## config.mk

```make
export PLATFORM = sky130hd
export DESIGN_NAME = bounded_ordered_list_engine_core
export DESIGN_NICKNAME = d
export VERILOG_FILES = /design/src/rtl/bole_pkg.sv /design/src/rtl/bounded_ordered_list_engine_core.sv /design/src/rtl/bole_store.sv
export SDC_FILE = /design/constraint.sdc
export NUM_CORES = 1
export LEC_CHECK = 0
export BUFFER_PORTS_ARGS = -buffer_cell sky130_fd_sc_hd__clkbuf_2
export CAP_MARGIN = 20
export CORE_MARGIN = 1.5
export CORE_UTILIZATION = 56
export CTS_BUF_LIST = sky130_fd_sc_hd__clkbuf_4 sky130_fd_sc_hd__clkbuf_8
export DETAILED_ROUTE_END_ITERATION = 8
export PLACE_DENSITY = 0.77
export SLEW_MARGIN = 10
export SYNTH_ARGS = -nofsm -noshare
export SYNTH_HDL_FRONTEND = slang
export SYNTH_SLANG_ARGS = --single-unit
export TNS_END_PERCENT = 10
```

## constraint.sdc

```tcl
create_clock -name clk -period 6.1 [get_ports clk]
set_input_delay 0.61 -clock clk [delete_from_list [all_inputs] [get_ports clk]]
set_output_delay 0.61 -clock clk [all_outputs]
set_load 0.02 [all_outputs]
```

## src/rtl/bole_pkg.sv

```systemverilog
// Shared constants, request kinds and status codes of the ordered list engine.
`default_nettype none

package bole_pkg;

	// Storage size and derived widths
	localparam int CAPACITY = 16;
	localparam int IDX_W    = $clog2(CAPACITY);
	localparam int CNT_W    = $clog2(CAPACITY + 1);
	localparam int DATA_W   = 32;
	localparam int KIND_W   = 2;
	localparam int POS_W    = 5;
	localparam int STAT_W   = 3;

	// Request kinds
	localparam logic [KIND_W-1:0] KIND_INS_FRONT = 2'd0;
	localparam logic [KIND_W-1:0] KIND_INS_REAR  = 2'd1;
	localparam logic [KIND_W-1:0] KIND_DELETE    = 2'd2;
	localparam logic [KIND_W-1:0] KIND_READ      = 2'd3;

	// Result status codes
	localparam logic [STAT_W-1:0] ST_OK     = 3'd0;
	localparam logic [STAT_W-1:0] ST_FULL   = 3'd1;
	localparam logic [STAT_W-1:0] ST_EMPTY  = 3'd2;
	localparam logic [STAT_W-1:0] ST_NOKEY  = 3'd3;
	localparam logic [STAT_W-1:0] ST_BADPOS = 3'd4;

	typedef logic signed [DATA_W-1:0] item_t;
	typedef logic [IDX_W-1:0]         slot_t;

endpackage

`default_nettype wire

```

## src/rtl/bounded_ordered_list_engine_core.sv

```systemverilog
// Top level of the ordered list engine: request sequencer, ring pointers and result register.
//
// Holds an ordered list of up to 16 signed 32-bit items in a ring-addressed store with a
// front pointer and a count. One request word is taken at a time; in_stall stays high
// from acceptance until its result word is loaded into the output register, which may
// still be waiting on out_stall when the next request word is taken. A rejected request
// goes from acceptance straight to the done state, while an insert or a read-by-position
// first passes through its working state (S_INS or S_RDW); the done state loads the result.
// Delete-by-key walks the list through the single store read port, one item per cycle:
// it scans from the front until the key matches and then moves each later item up one
// slot. A result that waits on out_stall in the output register adds its stalled cycles
// before the next result word can be loaded. The store needs no clearing after reset;
// only reads of slots that hold live items are ever used.
`default_nettype none

module bounded_ordered_list_engine_core (
	input  wire logic                         clk,
	input  wire logic                         arst_n,
	input  wire logic                         in_valid,
	output logic                              in_stall,
	input  wire logic [bole_pkg::KIND_W-1:0]  kind,
	input  wire logic signed [31:0]           value,
	input  wire logic [bole_pkg::POS_W-1:0]   position,
	output logic                              out_valid,
	input  wire logic                         out_stall,
	output logic [bole_pkg::STAT_W-1:0]       status,
	output logic signed [31:0]                read_data,
	output logic [bole_pkg::CNT_W-1:0]        count
);
	import bole_pkg::*;

	localparam logic [2:0] S_IDLE  = 3'd0;
	localparam logic [2:0] S_INS   = 3'd1;
	localparam logic [2:0] S_RDW   = 3'd2;
	localparam logic [2:0] S_SCAN  = 3'd3;
	localparam logic [2:0] S_SHIFT = 3'd4;
	localparam logic [2:0] S_DONE  = 3'd5;

	logic [2:0]        state_q, state_d;
	slot_t             front_q, front_d;
	logic [CNT_W-1:0]  count_q, count_d;
	logic [CNT_W-1:0]  k_q, k_d;
	logic              res_valid_q;
	logic [KIND_W-1:0] kind_q;
	item_t             val_q;
	logic [STAT_W-1:0] status_q, status_d;
	item_t             data_q, data_d;
	logic [STAT_W-1:0] res_status_q;
	item_t             res_data_q;
	logic [CNT_W-1:0]  res_count_q;

	logic              acc;
	logic              res_load;
	logic [POS_W-1:0]  pos_m1;
	logic [CNT_W-1:0]  k_nxt;
	logic [CNT_W-1:0]  k_m1;
	slot_t             off;
	slot_t             slot;
	logic              wr_en;
	slot_t             wr_addr;
	item_t             wr_data;
	item_t             rd_q;
	logic              last;

	assign in_stall  = (state_q != S_IDLE);
	assign acc       = in_valid && !in_stall;
	assign res_load  = (state_q == S_DONE) && (!res_valid_q || !out_stall);
	assign pos_m1    = position - POS_W'(1);
	assign k_nxt     = k_q + CNT_W'(1);
	assign k_m1      = k_q - CNT_W'(1);
	assign last      = (k_nxt == count_q);

	// Pick the ring offset for the shared slot adder
	always_comb begin
		case (state_q)
			S_IDLE:  off = (kind == KIND_READ) ? pos_m1[IDX_W-1:0] : '0;
			S_INS:   off = (kind_q == KIND_INS_FRONT) ? '1 : count_q[IDX_W-1:0];
			default: off = k_nxt[IDX_W-1:0];
		endcase
	end

	assign slot = front_q + off;

	// Store write: insert value, or move an item up one slot
	assign wr_en   = (state_q == S_INS) || (state_q == S_SHIFT);
	assign wr_addr = (state_q == S_INS) ? slot : (front_q + k_m1[IDX_W-1:0]);
	assign wr_data = (state_q == S_INS) ? val_q : rd_q;

	bole_store u_store (
		.clk       (clk),
		.wr_en     (wr_en),
		.wr_addr   (wr_addr),
		.wr_data   (wr_data),
		.rd_addr   (slot),
		.rd_data_q (rd_q)
	);

	// Sequence one request word
	always_comb begin
		state_d  = state_q;
		front_d  = front_q;
		count_d  = count_q;
		k_d      = k_q;
		status_d = status_q;
		data_d   = data_q;
		case (state_q)
			S_IDLE: begin
				if (acc) begin
					status_d = ST_OK;
					data_d   = '0;
					k_d      = '0;
					case (kind)
						KIND_INS_FRONT, KIND_INS_REAR: begin
							if (count_q == CNT_W'(CAPACITY)) begin
								status_d = ST_FULL;
								state_d  = S_DONE;
							end else begin
								state_d = S_INS;
							end
						end
						KIND_DELETE: begin
							if (count_q == '0) begin
								status_d = ST_EMPTY;
								state_d  = S_DONE;
							end else begin
								state_d = S_SCAN;
							end
						end
						default: begin
							if ((position == '0) || (CNT_W'(position) > count_q)) begin
								status_d = ST_BADPOS;
								state_d  = S_DONE;
							end else begin
								state_d = S_RDW;
							end
						end
					endcase
				end
			end
			S_INS: begin
				if (kind_q == KIND_INS_FRONT) begin
					front_d = slot;
				end
				count_d = count_q + CNT_W'(1);
				state_d = S_DONE;
			end
			S_RDW: begin
				data_d  = rd_q;
				state_d = S_DONE;
			end
			S_SCAN: begin
				if (rd_q == val_q) begin
					if (last) begin
						count_d = count_q - CNT_W'(1);
						state_d = S_DONE;
					end else begin
						k_d     = k_nxt;
						state_d = S_SHIFT;
					end
				end else if (last) begin
					status_d = ST_NOKEY;
					state_d  = S_DONE;
				end else begin
					k_d = k_nxt;
				end
			end
			S_SHIFT: begin
				if (last) begin
					count_d = count_q - CNT_W'(1);
					state_d = S_DONE;
				end else begin
					k_d = k_nxt;
				end
			end
			S_DONE: begin
				if (res_load) begin
					state_d = S_IDLE;
				end
			end
			default: begin
				state_d = S_IDLE;
			end
		endcase
	end

	// Advance control state
	always_ff @(posedge clk or negedge arst_n) begin
		if (!arst_n) begin
			state_q     <= S_IDLE;
			front_q     <= '0;
			count_q     <= '0;
			k_q         <= '0;
			res_valid_q <= 1'b0;
		end else begin
			state_q <= state_d;
			front_q <= front_d;
			count_q <= count_d;
			k_q     <= k_d;
			if (res_load) begin
				res_valid_q <= 1'b1;
			end else if (!out_stall) begin
				res_valid_q <= 1'b0;
			end
		end
	end

	// Hold request and result payload
	always_ff @(posedge clk) begin
		if (acc) begin
			kind_q <= kind;
			val_q  <= value;
		end
		status_q <= status_d;
		data_q   <= data_d;
		if (res_load) begin
			res_status_q <= status_q;
			res_data_q   <= data_q;
			res_count_q  <= count_q;
		end
	end

	assign out_valid = res_valid_q;
	assign status    = res_status_q;
	assign read_data = res_data_q;
	assign count     = res_count_q;

endmodule

`default_nettype wire

```

## src/rtl/bole_store.sv

```systemverilog
// Item store: one write port and one registered read port.
`default_nettype none

module bole_store (
	input  wire logic           clk,
	input  wire logic           wr_en,
	input  wire bole_pkg::slot_t wr_addr,
	input  wire bole_pkg::item_t wr_data,
	input  wire bole_pkg::slot_t rd_addr,
	output bole_pkg::item_t     rd_data_q
);
	import bole_pkg::*;

	item_t mem_q [CAPACITY];

	// Write one slot when enabled and register one read every cycle
	always_ff @(posedge clk) begin
		if (wr_en) begin
			mem_q[wr_addr] <= wr_data;
		end
		rd_data_q <= mem_q[rd_addr];
	end

endmodule

`default_nettype wire

```

==> flow_metrics.py <==
metrics = {
    "die": {
        "die-area_mm2": 0.0477,
        "start_util": 0.570,
        "fp-row-count": 78,
        "die_w_um": 218,
        "core_area_mm2": 0.0456,
        "die_h_um": 218,
        "ios": 85,
    },
    "sta": {
        "fmax_ghz": 0.205,
        "fin_skew_ps": 39.4,
        "setup_viol": 0,
        "relSlewSlack": 0.427,
        "tightest_slew_ps": 851,
        "rsz0062_at_grt": "false",
        "slew_violations": 0,
        "timing.final.ws_setup_ps": 1220,
        "period_minus_slack_ps": 4880,
        "finalHoldViolCount": 0,
        "finalCritPeriodShare": 0.800,
    },
    "routing": {
        "antenna_left": 0,
        "drt-total-wl_um": 57200,
        "wire_per_inst_um": 26.8,
        "num_vias": 13090,
        "drc": 0,
        "drtIter0Drc": 1631,
        "vias_per_cell": 6.14,
        "drt_first_pass_iters": 6,
    },
    "grt": {
        "antenna_found_initial": 1,
        "grt.busiest_layer": "met2",
        "use_met1": 0.349,
        "grt_start_max_net_pins": 81,
        "grt_pass1_wl_um": 84500,
        "met3_usage": 0.0507,
        "grt_pass1_vias": 13269,
        "grt.total_usage": 0.248,
        "grt.met2_usage": 0.390,
        "overflow": 0,
    },
    "clock_tree": {
        "clockBufferDepth": 3,
        "cts.sinks": 671,
        "cts_tree": "built",
        "clk-insertion-delay-late_ps": 690,
        "cts.repair.resized": 0,
        "cts_buffers": 103,
        "path_clk_slew_ps": 70,
        "root_buffer": "clkbuf_8",
        "htreeDepth": 3,
    },
    "setup_path": {
        "crit_path_max_fanout": 55,
        "rr_startpoint": "state_q[1]",
        "worst-r2r-cell-count": 8,
        "worstSetupEndpointType": "flip-flop",
        "path_buf_inv": 1,
        "worst_setup_path_start_kind": "flip-flop",
        "crit_type": "flip-flop to flip-flop",
        "required_ps": 6650,
        "path_delay_family": "adder cells",
        "r2r_setup_slack_ps": 1220,
        "startpoint": "state_q[1]",
        "crit_chain": "or3_1 > or2_2 > o21a_1 > a21o_1 > fa_4 > buf_4 > mux4_2 > mux4_2",
        "timing.rr.end": "u_store.rd_data_q[29]",
        "critical_path_depth": 8,
        "crit_path_frequent_cell": "mux4_2",
        "worstSetupEndpoint": "u_store.rd_data_q[29]",
        "slowest_delay_ps": 1210,
        "cp_slowest_cell": "fa_4",
        "critPathArrivalTime_ps": 5430,
    },
    "yosys": {
        "ys_types": 54,
        "ys_ff_latch": 671,
        "synth-async-reset-ratio": 0.0268,
        "yosys_warnings": 0,
        "syn_area_mm2": 0.0260,
        "synth_nets": 1335,
        "yosysSeqAreaShare": 0.760,
        "ys_dominant_reg_cell": "edfxtp_1",
        "netlist_instances": 1272,
        "synth_edf_count": 621,
        "syn_avg_cell_area_um2": 20.4,
    },
    "placement": {
        "dp_hpwl_um": 32500,
        "routabilityCongestion": 0.906,
        "io_buffers": 84,
        "place_ws_ps": 1250,
    },
    "min_path": {
        "hold_path_class": "input pin to flip-flop",
    },
    "cells_and_area": {
        "layout.nets": 1505,
        "final_common_cell": "edfxtp_1",
        "diodes": 0,
        "drive_gt1_frac": 0.320,
        "syn2layout_area_growth_pct": 13.6,
        "final_cell_mix": "edfxtp_1 (621), mux4_2 (159), clkbuf_8 (118)",
    },
    "run": {
        "max_cap_viol_count": 0,
    },
    "run_status": {
        "status": "complete, no violations",
    },
}
-- Yosys cell counts (3+ instances only) --
master | instances | area, um^2
ha_1 | 17 | 213
a211o_1 | 4 | 35.0
nor3_1 | 14 | 70.1
o21ai_0 | 14 | 70.1
buf_2 | 3 | 15.0
inv_1 | 24 | 90.1
and2_1 | 33 | 206
mux2_2 | 4 | 45.0
nor2_1 | 21 | 78.8
o31ai_1 | 4 | 30.0
nand4_1 | 9 | 56.3
edfxtp_1 | 621 | 18600
dfrtp_1 | 18 | 450
buf_1 | 4 | 15.0
nand2b_1 | 4 | 25.0
xor2_1 | 7 | 61.3
clkbuf_1 | 43 | 161
a21o_1 | 8 | 60.1
nand3_1 | 4 | 20.0
a21oi_1 | 18 | 90.1
a31oi_1 | 4 | 25.0
dfxtp_1 | 32 | 641
buf_6 | 4 | 45.0
nand2_1 | 108 | 405
nor2b_1 | 3 | 18.8
fa_1 | 3 | 60.1
or2_2 | 4 | 25.0
and3_1 | 5 | 31.3
mux4_2 | 159 | 3580
nor4_1 | 5 | 31.3
xnor2_1 | 43 | 377
-- registers in the layout, indices dropped and copies added (netlist names), 2 cells and up --
name	flops
data_q	32
val_q	32
status	3
count	5
kind_q	2
read_data	32
k_q	5
u_store.rd_data_q	32
state_q	3
u_store.mem_q	512
count_q	5
status_q	3
front_q	4
-- logic make-up after synthesis --
family,Yosys count,synth area share
compound gates,67,0.0171
xor+xnor,52,0.0188
fa+ha+maj,20,0.0105
buf+inv,78,0.0126
flops,671,0.760
mux,166,0.141
simple gates,218,0.0398
-- metrics by stage --
step / std cells / util / instance area [um^2] / TNS, ps / hold WS, ps
after CTS: 2132 / 0.647 / 29500 / 0 / 59.8
after global placement: 1935 / 0.601 / 27400 / 0 / 402
after floorplan: 1272 / - / 26000 / -33130 / 314
after global routing: 2133 / 0.647 / 29500 / 0 / 70.4
final: 2133 / 0.647 / 29500 / 0 / 93.3
after detailed placement: 1935 / 0.601 / 27400 / 0 / 406
-- area by class of cell --
| type | instances | area, um^2 |
|---|---|---|
| flip-flops and latches | 671 | 19700 |
| well taps | 600 | 751 |
| repair buffers | 119 | 773 |
| fillers | 2868 | 16100 |
| clock buffers | 157 | 1920 |
| inverters | 24 | 90.1 |
| clock inverters | 39 | 188 |
| multi-input cells | 523 | 6050 |
-- worst min-delay path by stage --
stage | from | to | slack (ps) | cells after the start
4_1_cts | value[16] | val_q[16] | 60 | 1
5_1_grt | value[16] | val_q[16] | 70 | 1
3_3_place_gp | data_q[4] | read_data[4] | 400 | 0
2_1_floorplan | arst_n | count_q[0] | 310 | 0
3_5_place_dp | data_q[22] | read_data[22] | 410 | 0
6_report | value[14] | val_q[14] | 90 | 1
-- timing repair --
action,in CTS,in global routing
endpoints found under the hold margin,18,0
hold buffers,1,0
buffers inserted,0,0
-- layer usage --
metal | vias to the layer above | wire, um
met4 | 0 | 1460
met1 | 6791 | 22800
met5 | - | 0
li1 | 5491 | -
met2 | 709 | 27800
met3 | 99 | 5140
Power is left out: the tool's default activity adds up to more than one toggle a clock period on the data nets, which glitch-free logic cannot reach.
